### config.mk
export PLATFORM = sky130hd
export DESIGN_NAME = cminus_token_scanner_flat
export DESIGN_NICKNAME = d
export VERILOG_FILES = /design/src/rtl/core/cts_pkg.sv /design/src/rtl/core/cts_stream_ifs.sv /design/src/rtl/core/cminus_token_scanner.sv /design/src/flat_wrapper.sv
export SDC_FILE = /design/constraint.sdc
export NUM_CORES = 1
export LEC_CHECK = 0
export ABC_AREA = 1
export BUFFER_PORTS_ARGS = -buffer_cell sky130_fd_sc_hd__buf_2
export CAP_MARGIN = 20
export CORE_MARGIN = 3
export CORE_UTILIZATION = 40
export DETAILED_ROUTE_END_ITERATION = 6
export SLEW_MARGIN = 20
export SYNTH_ARGS = -nofsm -noshare
export SYNTH_HDL_FRONTEND = slang
export SYNTH_SLANG_ARGS = --single-unit
### constraint.sdc
create_clock -name clk -period 5.5 [get_ports clk]
set_input_delay 0.275 -clock clk [delete_from_list [all_inputs] [get_ports clk]]
set_output_delay 0.275 -clock clk [all_outputs]
set_load 0.02 [all_outputs]
### src/rtl/core/cts_pkg.sv
// Package of the C-minus token scanner: word types, scan modes, token kinds,
// keyword table and character classification. Depends on nothing.
package cts_pkg;

	// Default longest lexeme length before the length saturates.
	localparam int CTS_MAX_LEXEME = 32;

	// Entries of the result queue in front of the token channel.
	localparam int CTS_FIFO_DEPTH = 8;

	// One source character, or the end-of-input mark.
	typedef struct packed {
		logic [7:0] char_byte;
		logic       end_of_input;
	} char_word_t;

	// One recognized token.
	typedef struct packed {
		logic [4:0]  token_kind;
		logic [15:0] start_line;
		logic [15:0] start_column;
		logic [5:0]  lexeme_length;
		logic        length_overflow;
		logic        last_of_run;
	} token_word_t;

	typedef enum logic [3:0] {
		MODE_START   = 4'd0,
		MODE_ID      = 4'd1,
		MODE_NUM     = 4'd2,
		MODE_SLASH   = 4'd3,
		MODE_COMMENT = 4'd4,
		MODE_STAR    = 4'd5,
		MODE_EQ      = 4'd6,
		MODE_LT      = 4'd7,
		MODE_GT      = 4'd8,
		MODE_BANG    = 4'd9,
		MODE_DONE    = 4'd10
	} scan_mode_t;

	// Token kinds.
	localparam logic [4:0] KIND_ELSE    = 5'd0;
	localparam logic [4:0] KIND_ID      = 5'd6;
	localparam logic [4:0] KIND_NUM     = 5'd7;
	localparam logic [4:0] KIND_ASSIGN  = 5'd8;
	localparam logic [4:0] KIND_EQ      = 5'd9;
	localparam logic [4:0] KIND_NE      = 5'd10;
	localparam logic [4:0] KIND_LT      = 5'd11;
	localparam logic [4:0] KIND_LE      = 5'd12;
	localparam logic [4:0] KIND_GT      = 5'd13;
	localparam logic [4:0] KIND_GE      = 5'd14;
	localparam logic [4:0] KIND_PLUS    = 5'd15;
	localparam logic [4:0] KIND_MINUS   = 5'd16;
	localparam logic [4:0] KIND_TIMES   = 5'd17;
	localparam logic [4:0] KIND_DIV     = 5'd18;
	localparam logic [4:0] KIND_LPAREN  = 5'd19;
	localparam logic [4:0] KIND_RPAREN  = 5'd20;
	localparam logic [4:0] KIND_LBRACK  = 5'd21;
	localparam logic [4:0] KIND_RBRACK  = 5'd22;
	localparam logic [4:0] KIND_LBRACE  = 5'd23;
	localparam logic [4:0] KIND_RBRACE  = 5'd24;
	localparam logic [4:0] KIND_COMMA   = 5'd25;
	localparam logic [4:0] KIND_SEMI    = 5'd26;
	localparam logic [4:0] KIND_UNKNOWN = 5'd27;
	localparam logic [4:0] KIND_END     = 5'd28;

	localparam int KW_COUNT = 6;
	localparam int KW_CHARS = 6;

	// Keyword text, first character in the lowest byte, so the strings read reversed.
	// Order follows the kind codes: else, if, int, return, void, while.
	localparam logic [8*KW_CHARS-1:0] KW_TEXT [KW_COUNT] = '{
		{16'h0000, "esle"},
		{32'h0000_0000, "fi"},
		{24'h00_0000, "tni"},
		"nruter",
		{16'h0000, "diov"},
		{8'h00, "elihw"}
	};
	localparam logic [2:0] KW_LEN [KW_COUNT] = '{3'd4, 3'd2, 3'd3, 3'd6, 3'd4, 3'd5};

	// What the start state does with one character.
	typedef struct packed {
		scan_mode_t mode;
		logic       emit;
		logic [4:0] kind;
	} start_class_t;

	function automatic logic is_alpha(input logic [7:0] c);
		return (c >= "a" && c <= "z") || (c >= "A" && c <= "Z");
	endfunction

	function automatic logic is_digit(input logic [7:0] c);
		return c >= "0" && c <= "9";
	endfunction

	function automatic logic [15:0] sat_inc(input logic [15:0] v);
		return (v == 16'hFFFF) ? v : v + 16'd1;
	endfunction

	// Keyword kind for a lexeme of at most six characters, else identifier.
	function automatic logic [4:0] kw_kind(input logic [8*KW_CHARS-1:0] prefix,
	                                       input logic [2:0] count);
		logic [4:0] kind;
		logic       same;
		kind = KIND_ID;
		for (int k = KW_COUNT - 1; k >= 0; k--) begin
			same = (KW_LEN[k] == count);
			for (int i = 0; i < KW_CHARS; i++) begin
				if (i < int'(KW_LEN[k]) && prefix[8*i +: 8] != KW_TEXT[k][8*i +: 8]) begin
					same = 1'b0;
				end
			end
			if (same) begin
				kind = 5'(k);
			end
		end
		return kind;
	endfunction

	// Classification of a character seen in the start state.
	function automatic start_class_t start_class(input logic [7:0] c);
		start_class_t sc;
		sc.mode = MODE_START;
		sc.emit = 1'b1;
		sc.kind = KIND_UNKNOWN;
		if (is_alpha(c)) begin
			sc.mode = MODE_ID;
			sc.emit = 1'b0;
		end else if (is_digit(c)) begin
			sc.mode = MODE_NUM;
			sc.emit = 1'b0;
		end else begin
			case (c)
				8'h0A, 8'h20, 8'h09, 8'h0D: sc.emit = 1'b0;
				"/": begin sc.mode = MODE_SLASH; sc.emit = 1'b0; end
				"=": begin sc.mode = MODE_EQ;    sc.emit = 1'b0; end
				"<": begin sc.mode = MODE_LT;    sc.emit = 1'b0; end
				">": begin sc.mode = MODE_GT;    sc.emit = 1'b0; end
				"!": begin sc.mode = MODE_BANG;  sc.emit = 1'b0; end
				"+": sc.kind = KIND_PLUS;
				"-": sc.kind = KIND_MINUS;
				"*": sc.kind = KIND_TIMES;
				"(": sc.kind = KIND_LPAREN;
				")": sc.kind = KIND_RPAREN;
				"[": sc.kind = KIND_LBRACK;
				"]": sc.kind = KIND_RBRACK;
				"{": sc.kind = KIND_LBRACE;
				"}": sc.kind = KIND_RBRACE;
				",": sc.kind = KIND_COMMA;
				";": sc.kind = KIND_SEMI;
				default: sc.kind = KIND_UNKNOWN;
			endcase
		end
		return sc;
	endfunction

endpackage

### src/rtl/core/cts_stream_ifs.sv
// Valid/ready channel interfaces of the token scanner: characters in, tokens out.
// Depends on cts_pkg for the word types.
interface cts_char_if;
	import cts_pkg::*;
	logic       valid;
	logic       ready;
	char_word_t payload;

	modport source (output valid, output payload, input ready);
	modport sink (input valid, input payload, output ready);
endinterface

interface cts_token_if;
	import cts_pkg::*;
	logic        valid;
	logic        ready;
	token_word_t payload;

	modport source (output valid, output payload, input ready);
	modport sink (input valid, input payload, output ready);
endinterface

### src/rtl/core/cminus_token_scanner.sv
// A character word accepted is held in the input register; the scan step writes its tokens
// into the result queue, and the token channel reads them from there.
// Throughput: one character word per cycle while the result queue has room; the token
// channel moves one word per cycle and a character that causes two tokens takes its share.
// Reset: arst_n clears the scan state, counters and result queue at once; no clearing pass.
// Depends on cts_pkg and the channel interfaces in cts_stream_ifs.sv.
module cminus_token_scanner
	import cts_pkg::*;
#(
	parameter int MAX_LEXEME = CTS_MAX_LEXEME
) (
	input logic         clk,
	input logic         arst_n,
	cts_char_if.sink    chars,
	cts_token_if.source tokens
);

	localparam int LW = $clog2(MAX_LEXEME + 1);
	localparam int PW = $clog2(CTS_FIFO_DEPTH);

	// Input register stage.
	logic       valid_s1;
	logic [7:0] char_s1;
	logic       eoi_s1;

	// Scan state.
	scan_mode_t  mode_q, mode_d;
	logic [7:0]  prefix_q [KW_CHARS];
	logic [LW-1:0] cnt_q, cnt_d;
	logic        ovf_q, ovf_d;
	logic [15:0] line_q, line_d, col_q, col_d;
	logic [15:0] tline_q, tline_d, tcol_q, tcol_d;
	logic        done_q, done_d;

	// Result queue.
	token_word_t   fifo_q [CTS_FIFO_DEPTH];
	logic [PW-1:0] wr_ptr_q, rd_ptr_q;
	logic [PW:0]   count_q;

	logic in_fire, out_fire;
	logic [PW+1:0] reserve;

	// Room for two tokens of the staged word and two of the next one.
	assign reserve    = (PW+2)'(count_q) + (valid_s1 ? (PW+2)'(2) : '0);
	assign chars.ready = reserve <= (PW+2)'(CTS_FIFO_DEPTH - 2);
	assign in_fire    = chars.valid & chars.ready;
	assign out_fire   = tokens.valid & tokens.ready;

	always_ff @(posedge clk or negedge arst_n) begin
		if (!arst_n) begin
			valid_s1 <= 1'b0;
		end else begin
			valid_s1 <= in_fire;
		end
	end

	always_ff @(posedge clk) begin
		if (in_fire) begin
			char_s1 <= chars.payload.char_byte;
			eoi_s1  <= chars.payload.end_of_input;
		end
	end

	// Decisions of the scan step.
	start_class_t sc;
	logic end_step, flush, rescan, grow, pair;
	logic alnum, digit;

	assign sc       = start_class(char_s1);
	assign end_step = valid_s1 & (done_q | eoi_s1);
	assign alnum    = is_alpha(char_s1) | is_digit(char_s1);
	assign digit    = is_digit(char_s1);

	// Next scan mode.
	always_comb begin
		mode_d = mode_q;
		flush  = 1'b0;
		rescan = 1'b0;
		grow   = 1'b0;
		pair   = 1'b0;
		if (!valid_s1) begin
			mode_d = mode_q;
		end else if (done_q || eoi_s1) begin
			flush  = !done_q;
			mode_d = MODE_DONE;
		end else begin
			case (mode_q)
				MODE_ID: begin
					if (alnum) grow = 1'b1;
					else begin flush = 1'b1; rescan = 1'b1; end
				end
				MODE_NUM: begin
					if (digit) grow = 1'b1;
					else begin flush = 1'b1; rescan = 1'b1; end
				end
				MODE_EQ, MODE_LT, MODE_GT, MODE_BANG: begin
					if (char_s1 == "=") begin
						pair   = 1'b1;
						mode_d = MODE_START;
					end else begin
						flush  = 1'b1;
						rescan = 1'b1;
					end
				end
				MODE_SLASH: begin
					if (char_s1 == "*") mode_d = MODE_COMMENT;
					else begin flush = 1'b1; rescan = 1'b1; end
				end
				MODE_COMMENT: begin
					if (char_s1 == "*") mode_d = MODE_STAR;
				end
				MODE_STAR: begin
					if (char_s1 == "/") mode_d = MODE_START;
					else if (char_s1 != "*") mode_d = MODE_COMMENT;
				end
				default: rescan = 1'b1;
			endcase
			if (rescan) mode_d = sc.mode;
		end
	end

	// Positions, lexeme length and prefix capture.
	logic          grow_any;
	logic [LW-1:0] base_cnt;
	logic          base_ovf;
	logic          pfx_we;
	logic [2:0]    pfx_idx;

	assign grow_any = grow | (rescan & (sc.mode == MODE_ID || sc.mode == MODE_NUM));
	assign base_cnt = grow ? cnt_q : '0;
	assign base_ovf = grow ? ovf_q : 1'b0;
	assign pfx_we   = grow_any && (base_cnt < LW'(KW_CHARS));
	assign pfx_idx  = base_cnt[2:0];

	always_comb begin
		line_d  = line_q;
		col_d   = col_q;
		tline_d = tline_q;
		tcol_d  = tcol_q;
		cnt_d   = cnt_q;
		ovf_d   = ovf_q;
		done_d  = done_q | end_step;
		if (valid_s1 && !end_step) begin
			if (char_s1 == 8'h0A) begin
				line_d = sat_inc(line_q);
				col_d  = '0;
			end else begin
				col_d = sat_inc(col_q);
			end
		end
		if (rescan) begin
			tline_d = line_d;
			tcol_d  = col_d;
		end
		if (grow_any) begin
			if (base_cnt < LW'(MAX_LEXEME)) begin
				cnt_d = base_cnt + LW'(1);
				ovf_d = base_ovf;
			end else begin
				cnt_d = base_cnt;
				ovf_d = 1'b1;
			end
		end
	end

	// Tokens of the scan step: a flushed pending token first, then a second one.
	logic [8*KW_CHARS-1:0] prefix_flat;
	logic [LW+5:0]         cnt_wide;
	logic [5:0]            cnt_len;
	logic [4:0]            word_kind;
	logic                  flush_valid, b_valid;
	token_word_t           tok_a, tok_b, res0, res1;
	logic [1:0]            res_n;

	always_comb begin
		for (int i = 0; i < KW_CHARS; i++) begin
			prefix_flat[8*i +: 8] = prefix_q[i];
		end
	end

	assign cnt_wide  = {6'd0, cnt_q};
	assign cnt_len   = cnt_wide[5:0];
	assign word_kind = (ovf_q || cnt_q > LW'(KW_CHARS)) ? KIND_ID
	                   : kw_kind(prefix_flat, cnt_q[2:0]);

	always_comb begin
		tok_a = '{token_kind: KIND_UNKNOWN, start_line: tline_q, start_column: tcol_q,
		          lexeme_length: 6'd1, length_overflow: 1'b0, last_of_run: 1'b0};
		flush_valid = flush;
		case (mode_q)
			MODE_ID: begin
				tok_a.token_kind      = word_kind;
				tok_a.lexeme_length   = cnt_len;
				tok_a.length_overflow = ovf_q;
			end
			MODE_NUM: begin
				tok_a.token_kind      = KIND_NUM;
				tok_a.lexeme_length   = cnt_len;
				tok_a.length_overflow = ovf_q;
			end
			MODE_EQ:    tok_a.token_kind = KIND_ASSIGN;
			MODE_LT:    tok_a.token_kind = KIND_LT;
			MODE_GT:    tok_a.token_kind = KIND_GT;
			MODE_BANG:  tok_a.token_kind = KIND_UNKNOWN;
			MODE_SLASH: tok_a.token_kind = KIND_DIV;
			default:    flush_valid = 1'b0;
		endcase

		tok_b = '{token_kind: sc.kind, start_line: line_d, start_column: col_d,
		          lexeme_length: 6'd1, length_overflow: 1'b0, last_of_run: 1'b1};
		b_valid = end_step | (rescan & sc.emit) | pair;
		if (end_step) begin
			tok_b.token_kind    = KIND_END;
			tok_b.start_line    = line_q;
			tok_b.start_column  = sat_inc(col_q);
			tok_b.lexeme_length = 6'd0;
		end else if (pair) begin
			tok_b.start_line    = tline_q;
			tok_b.start_column  = tcol_q;
			tok_b.lexeme_length = 6'd2;
			case (mode_q)
				MODE_EQ: tok_b.token_kind = KIND_EQ;
				MODE_LT: tok_b.token_kind = KIND_LE;
				MODE_GT: tok_b.token_kind = KIND_GE;
				default: tok_b.token_kind = KIND_NE;
			endcase
		end

		res1 = tok_b;
		if (flush_valid) begin
			res0             = tok_a;
			res0.last_of_run = !b_valid;
			res_n            = b_valid ? 2'd2 : 2'd1;
		end else begin
			res0  = tok_b;
			res_n = {1'b0, b_valid};
		end
	end

	// Scan state registers.
	always_ff @(posedge clk or negedge arst_n) begin
		if (!arst_n) begin
			mode_q  <= MODE_START;
			cnt_q   <= '0;
			ovf_q   <= 1'b0;
			line_q  <= 16'd1;
			col_q   <= '0;
			tline_q <= 16'd1;
			tcol_q  <= '0;
			done_q  <= 1'b0;
		end else if (valid_s1) begin
			mode_q  <= mode_d;
			cnt_q   <= cnt_d;
			ovf_q   <= ovf_d;
			line_q  <= line_d;
			col_q   <= col_d;
			tline_q <= tline_d;
			tcol_q  <= tcol_d;
			done_q  <= done_d;
		end
	end

	// First six lexeme characters for the keyword compare.
	always_ff @(posedge clk) begin
		for (int i = 0; i < KW_CHARS; i++) begin
			if (pfx_we && pfx_idx == 3'(i)) begin
				prefix_q[i] <= char_s1;
			end
		end
	end

	// Result queue: up to two words in, one word out per cycle.
	always_ff @(posedge clk) begin
		if (res_n != 2'd0) begin
			fifo_q[wr_ptr_q] <= res0;
		end
		if (res_n == 2'd2) begin
			fifo_q[wr_ptr_q + PW'(1)] <= res1;
		end
	end

	always_ff @(posedge clk or negedge arst_n) begin
		if (!arst_n) begin
			wr_ptr_q <= '0;
			rd_ptr_q <= '0;
			count_q  <= '0;
		end else begin
			wr_ptr_q <= wr_ptr_q + PW'(res_n);
			if (out_fire) begin
				rd_ptr_q <= rd_ptr_q + PW'(1);
			end
			count_q <= count_q + (PW+1)'(res_n) - (PW+1)'(out_fire);
		end
	end

	assign tokens.valid   = count_q != '0;
	assign tokens.payload = fifo_q[rd_ptr_q];

endmodule

### src/flat_wrapper.sv
// flat-port wrapper written by rule: the top's interface ports become plain ports
module cminus_token_scanner_flat import cts_pkg::*;
#(
	parameter int MAX_LEXEME = CTS_MAX_LEXEME
)
  (clk, arst_n, chars_valid, chars_payload, chars_ready, tokens_valid, tokens_payload, tokens_ready);
  cts_char_if chars_i ();
  cts_token_if tokens_i ();
  input logic clk;
  input logic arst_n;
  input wire logic [$bits(chars_i.valid)-1:0] chars_valid;
  input wire logic [$bits(chars_i.payload)-1:0] chars_payload;
  output wire logic [$bits(chars_i.ready)-1:0] chars_ready;
  output wire logic [$bits(tokens_i.valid)-1:0] tokens_valid;
  output wire logic [$bits(tokens_i.payload)-1:0] tokens_payload;
  input wire logic [$bits(tokens_i.ready)-1:0] tokens_ready;
  assign chars_i.valid = chars_valid;
  assign chars_i.payload = chars_payload;
  assign chars_ready = chars_i.ready;
  assign tokens_valid = tokens_i.valid;
  assign tokens_payload = tokens_i.payload;
  assign tokens_i.ready = tokens_ready;
  cminus_token_scanner #(.MAX_LEXEME(MAX_LEXEME)) u_core (.clk(clk), .arst_n(arst_n), .chars(chars_i), .tokens(tokens_i));
endmodule
**Word level (Yosys, flattened, before mapping)**

Memories as Yosys holds them, arrays and structs flattened.
Index checks and enable logic that the tools add are counted.

- Add/sub/neg operators: 9
- Reduce and logical (&&, ||, !) cells: 36
- Bitwise logic cells: 11
- Muxes and demuxes: 118
- Order comparisons: 10
- Equal/unequal tests: 71

Operator list:

| operator | count |
|---|---|
| inequality test 8 x 7 -> 1 bit, second input constant | 21 |
| == test 8 x 6 -> 1 bit, second input constant | 13 |
| 2-to-1 mux 16 bit | 6 |
| 2-to-1 mux 43 bit | 2 |
| 2-to-1 mux 1 bit | 67 |
| case mux 5 bit (11 select lines) | 1 |
| 2-to-1 mux 45 bit | 1 |
| 2-to-1 mux 8 bit | 5 |
| OR reduction 8 bit | 5 |
| adder 16 x 1 -> 16 bit, second input constant | 2 |
| == test 16 bit, second input constant | 2 |
| == test 8 x 7 -> 1 bit, second input constant | 4 |
| 2-to-1 mux 3 bit | 10 |
| case mux 5 bit (6 select lines) | 1 |
| 2-to-1 mux 4 bit | 7 |
| == test 8 x 4 -> 1 bit, second input constant | 3 |
| 2-to-1 mux 5 bit | 4 |
| case mux 4 bit (5 select lines) | 1 |
| == test 4 x 3 -> 1 bit, second input constant | 4 |
| greater-or-equal comparator 8 x 7 -> 1 bit, second input constant | 2 |
| <= comparator 8 x 7 -> 1 bit, second input constant | 2 |
| case mux 4 bit (4 select lines) | 1 |
| == test 4 x 2 -> 1 bit, second input constant | 3 |
| 2-to-1 mux 6 bit | 2 |
| 46 further kinds | 86 |

- Input port bits: 13
- Bits in registers: 96
- Word-level logic and storage cells: 271
- RAM bits: 408
- Memories kept: 2

Memory list:

| memory | words | width | rd ports | clocked after memory_dff | wr ports | line | text |
|---|---|---|---|---|---|---|---|
| u_core.fifo_q | 8 | 45 | 1 | 0 | 2 | cminus_token_scanner.sv:36 | `token_word_t fifo_q [CTS_FIFO_DEPTH];` |
| u_core.prefix_q | 6 | 8 | 6 | 0 | 1 | cminus_token_scanner.sv:28 | `logic [7:0] prefix_q [KW_CHARS];` |

**Longest topological paths before layout**

- Word-level depth: 22
- Depth in mapped cells: 22
- Mapped depth without buffers: 22

**Least setup slack after synthesis**

No wires, ideal clock.

- Path type: register to register
- From: reg u_core.char_s1[0]
- To: mem u_core.fifo_q[3][1] (netlist name)
- Required time: 5376 ps
- Buffers on the path: 2
- Data arrival time: 3800 ps
- Stages on the path, launching flop included: 20
- Period minus slack after synthesis: 3924 ps
- Setup slack: 1576 ps
- Cell sequence: edfxtp_1 -> nor2_2 -> nand2_1 -> o211ai_1 -> nand3_1 -> nand3_1 -> nand2_2 -> buf_8 -> inv_4 -> buf_6 -> ha_1 -> inv_1 -> nor2_1 -> inv_1 -> nor2_2 -> inv_1 -> nand2_1 -> inv_1 -> nand2_1 -> o21ai_0

RTL lines:

| item | line | text |
|---|---|---|
| start: declaration | cminus_token_scanner.sv:23 | `logic [7:0] char_s1;` |
| start signal: assignment | cminus_token_scanner.sv:59 | `char_s1 <= chars.payload.char_byte;` |
| end: declaration | cminus_token_scanner.sv:36 |  |

==> run summary <==
The worst hold margin is 0.0641 ns. The clock network accounts for 28.9% of the total power. At the pin with the least slew margin, the transition time is 1.07 ns.

0 antenna diodes ended up in the layout. The via count of the routed design came out at 23100. The count of routing violations after the opening detailed-route iteration came out at 2116. The peak supply drop is approximately 0.28 mV. The parity-gate share of the synthesized area counting xor and xnor cells came out at less than 1%. The post-route antenna net violation count came out at 0. The die area is 71200 um^2.

The flow ran to the end, and the final reports show no timing, DRC or antenna violations. By area the synthesized netlist is led by sky130_fd_sc_hd__edfxtp_1 (41%), sky130_fd_sc_hd__nand2_1 (14%), sky130_fd_sc_hd__dfrtp_1 (7.8%). The post-route fraction of the period consumed by the critical path is 83.1%. The fraction of power spent switching nets came out at around two fifths.

The average vias per placed instance came out at 5.47. The cell type of the slowest stage on the worst timing path is sky130_fd_sc_hd__edfxtp_1. The tree is rooted in a sky130_fd_sc_hd__clkbuf_16. Cells with a size suffix above 1 make up 10.2% of the layout. The area fraction in compound gates after synthesis came out at 9.98%. The post-route minimum period came out at ~4.6 ns. The maximum buffer depth of the clock tree is 3. By area, the combinational part of the netlist is dominated by simple AND/OR/NAND/NOR gates. The H-tree depth reported by CTS came out at 2. The post-CTS repair timing setup buffer count came out at 0.

The number of standard-cell rows in the floorplan came out at between 90 and 100. The global-route wire length before repair came out at roughly 130000 um. The worst setup path is launched from a flip-flop.

The wire length per cell is 20.1 um. The number of global-route vias before repair is 21900. The number of remaining DRC errors came out at 0. The die is 267 um wide. The sum of buffers and inverters on the critical path is 6. The tightest min-delay check is of the in2reg type. The area growth from synthesis to layout is 11.7%.

The synthesized design devotes to its leading area cell type 40.7% of total area. The leakage power total is ~13 nW. The overall track demand over capacity in global routing came out at a little under a quarter. The vertical die dimension came out at 267 um. TritonCTS built the clock tree. Max-cap violations in this run came to 0. The area inside the core boundary came out at ~67000 um^2.

The number of warnings issued by yosys is 0. The number of I/O pins is 60. The number of distinct library cells after synthesis came out at 59. After global routing the overflow that remains totals 0. In the synthesized netlist the dominant register cell turns out to be sky130_fd_sc_hd__edfxtp_1. The post-DP HPWL came out at between 50000 and 60000 um. The fmax came out at 0.219 GHz. Walking the worst path, the cells encountered are nor2_2 > nand2_1 > o211ai_1 > nand3_1 > nand3_2 > nand2_2 > inv_1 > nand4_1 > nand2_1 > ha_1 > inv_1 > nor2_1 > inv_1 > nor2_4 > buf_12 > nor2_1 > inv_2 > buf_4. The worst slew slack as a fraction of its limit came out at 28.3%. When the netlist entered floorplanning its net count stood at 3346. The cell count after synthesis is 3309. The clock arrives with 0.0361 ns of skew. Per report_power, the combinational group accounts for approximately a third of the total. The effective utilization at floorplan is 40.9%.

Internal power comes to 8.05 mW. The latest clock arrival within the worst-skew pair came out at between 0.6 and 0.7 ns. The most common cell in the synthesized netlist is sky130_fd_sc_hd__nand2_1.

Summing every instance area after synthesis gives 27200 um^2. The final net count is 3352. The worst setup path is captured at a flip-flop. After clock tree synthesis, the clock-pin slew on the worst setup and hold paths is approximately 0.070 ns. The first-pass detailed-route iteration total came out at 5. The cell family contributing the most delay on the critical path is simple AND/OR/NAND/NOR gates.

The delay of the slowest critical-path stage is roughly 0.54 ns. The arithmetic-cell share of the synthesized area counting full adders, half adders and majority gates came out at 1.16%. The maximum number of pins on one net before global-route repair came out at between 90 and 100. After synthesis, the most frequently instantiated cells are sky130_fd_sc_hd__nand2_1 (1007), sky130_fd_sc_hd__nor2_1 (422), sky130_fd_sc_hd__edfxtp_1 (369).

Measured against the total synthesized area, the mux share comes to 0%. The worst path required time came out at approximately 5.8 ns. The sequential cell area fraction in the yosys report came out at 52.3%. The power density over the cells came out at roughly 440 nW/um^2. The final-report setup violation count is 0.

The sequential cell fraction of total power is 36.7%. The synthesized design contains 504 register bits. In this run, CTS created clock tree buffers numbering between 50 and 60. Counting flops with an async set or reset pin after synthesis yields a share of 17.3%. The final weighted congestion in routability-driven placement is 0.869. The number of antenna violations at the first check in global routing is 1.

The worst path arrival time came out at 4.82 ns. Among the stages of the critical path, the cell type that occurs most often is sky130_fd_sc_hd__inv_1. The number of sinks driven by the clock tree came out at 504. The number of enable-type register cells in the synthesized netlist is 369. The final number of hold-violating endpoints is 0. The synthesized area divided by synthesized cell count came out at 8.22 um^2.

The critical path is of the reg2reg type. The synthesized design spends more area on one cell type than any other, namely sky130_fd_sc_hd__edfxtp_1. Setup repair after global routing left no endpoint under its margin. The max-slew violation total from the final report came out at 0. The maximum fanout along the worst path is 26. The overall routed net length came out at 85100 um.

The net switching power came out at 5.28 mW. The sum of negative setup slack came out at 0 ns. The post-synthesis share of cell area spent on and, or, nand and nor gates came out at a little under a third.

During placement, the flow inserted port buffers numbering 59.
logic make-up (layout without fill, tap and decap cells):
kind of cell,Yosys count,after routing
AO/OA/AOI/OAI,473,473
flip-flops,504,504
XOR/XNOR,16,16
adder cells (fa/ha/maj),24,24
AND/OR/NAND/NOR,1898,1898
buffers and inverters,394,447
registers in the layout (all words and copies together), names as in the netlist, 6 cells and up:
name,cells
u_core.col_q,16
u_core.tcol_q,16
u_core.tline_q,16
u_core.cnt_len,6
u_core.prefix_q,48
u_core.char_s1,8
u_core.fifo_q,360
u_core.line_q,16
repair_timing:
item | CTS | global route
resized for setup | 0 | 0
hold buffers | 11 | 0
hold endpoints to repair | 51 | 0
area by class of cell:
class,instances,area [um^2]
inverter,223,847
fill,6494,36200
timing repair buffer,120,848
tap,864,1080
clock buffer,76,1500
sequential,504,14200
multi-input combinational,2411,11500
clock inverter,28,368
routing by layer:
| metal | share of wire, % | vias up | global-route usage, % | wire length (um) |
|---|---|---|---|---|
| li1 | - | 11100 | - | - |
| met1 | 42 | 10900 | 32.1 | 36000 |
| met2 | 47 | 936 | 39.3 | 39600 |
| met3 | 7.7 | 173 | 3.45 | 6540 |
| met4 | 3.5 | 0 | 8.05 | 2960 |
| met5 | 0 | - | 0 | 0 |
per-stage QoR:
| stage | power, mW | utilization (%) | cells | setup WS, ns | area (um^2) |
|---|---|---|---|---|---|
| global route | 14.0 | 45.7 | 4226 | 0.598 | 30400 |
| floorplan | 7.86 | - | 3309 | 1.58 | 27200 |
| finish | 13.3 | 45.7 | 4226 | 0.930 | 30400 |
| global placement | 9.52 | 42.6 | 4108 | 0.554 | 28400 |
| CTS | 13.4 | 45.7 | 4226 | 0.965 | 30400 |
| detailed placement | 9.56 | 42.7 | 4111 | 1.00 | 28400 |
placed cells by master (no fill, tap or decap), types with 16 or more instances in the layout:
| cell | n |
|---|---|
| sky130_fd_sc_hd__ha_1 | 22 |
| sky130_fd_sc_hd__nand3_2 | 16 |
| sky130_fd_sc_hd__clkbuf_16 | 55 |
| sky130_fd_sc_hd__nand3_1 | 318 |
| sky130_fd_sc_hd__buf_2 | 58 |
| sky130_fd_sc_hd__buf_4 | 46 |
| sky130_fd_sc_hd__inv_1 | 207 |
| sky130_fd_sc_hd__nand2_1 | 1002 |
| sky130_fd_sc_hd__o21ai_1 | 17 |
| sky130_fd_sc_hd__nor2_1 | 409 |
| sky130_fd_sc_hd__o22ai_1 | 67 |
| sky130_fd_sc_hd__a31oi_1 | 49 |
| sky130_fd_sc_hd__nand2_4 | 16 |
| sky130_fd_sc_hd__nand2_2 | 24 |
| sky130_fd_sc_hd__dfrtp_1 | 83 |
| sky130_fd_sc_hd__dfxtp_1 | 48 |
| sky130_fd_sc_hd__nor3_1 | 18 |
| sky130_fd_sc_hd__clkbuf_1 | 17 |
| sky130_fd_sc_hd__nand4_1 | 21 |
| sky130_fd_sc_hd__a21oi_1 | 44 |
| sky130_fd_sc_hd__nor2_4 | 19 |
| sky130_fd_sc_hd__edfxtp_1 | 369 |
| sky130_fd_sc_hd__o21ai_0 | 263 |
worst paths after layout:
| check | from | to | slack (ns) | depth (start not counted) |
|---|---|---|---|---|
| worst max-delay path | u_core.char_s1[0] | u_core.fifo_q[5][37] | 0.93 | 18 |
| worst min-delay path | chars_valid | u_core.valid_s1 | 0.06 | 2 |
| worst max register to register | u_core.char_s1[0] | u_core.fifo_q[5][37] | 0.93 | 18 |
| worst min register to register | u_core.fifo_q[3][5] | u_core.fifo_q[3][5] | 0.45 | 2 |
| max in group asynchronous | arst_n | u_core.tline_q[13] | 4.14 | 3 |
| min in group asynchronous | arst_n | u_core.rd_ptr_q[2] | 0.22 | 2 |
power by group through the flow:
stage	logic, mW	registers [mW]	clock network (mW)
final	4.59	4.89	3.85
after floorplan	3.10	4.75	0
after global placement	4.57	4.95	0
after CTS	4.62	4.88	3.90
after global routing	5.05	4.93	4.06
after detailed placement	4.60	4.96	0
(Power assumes the default switching activity.)
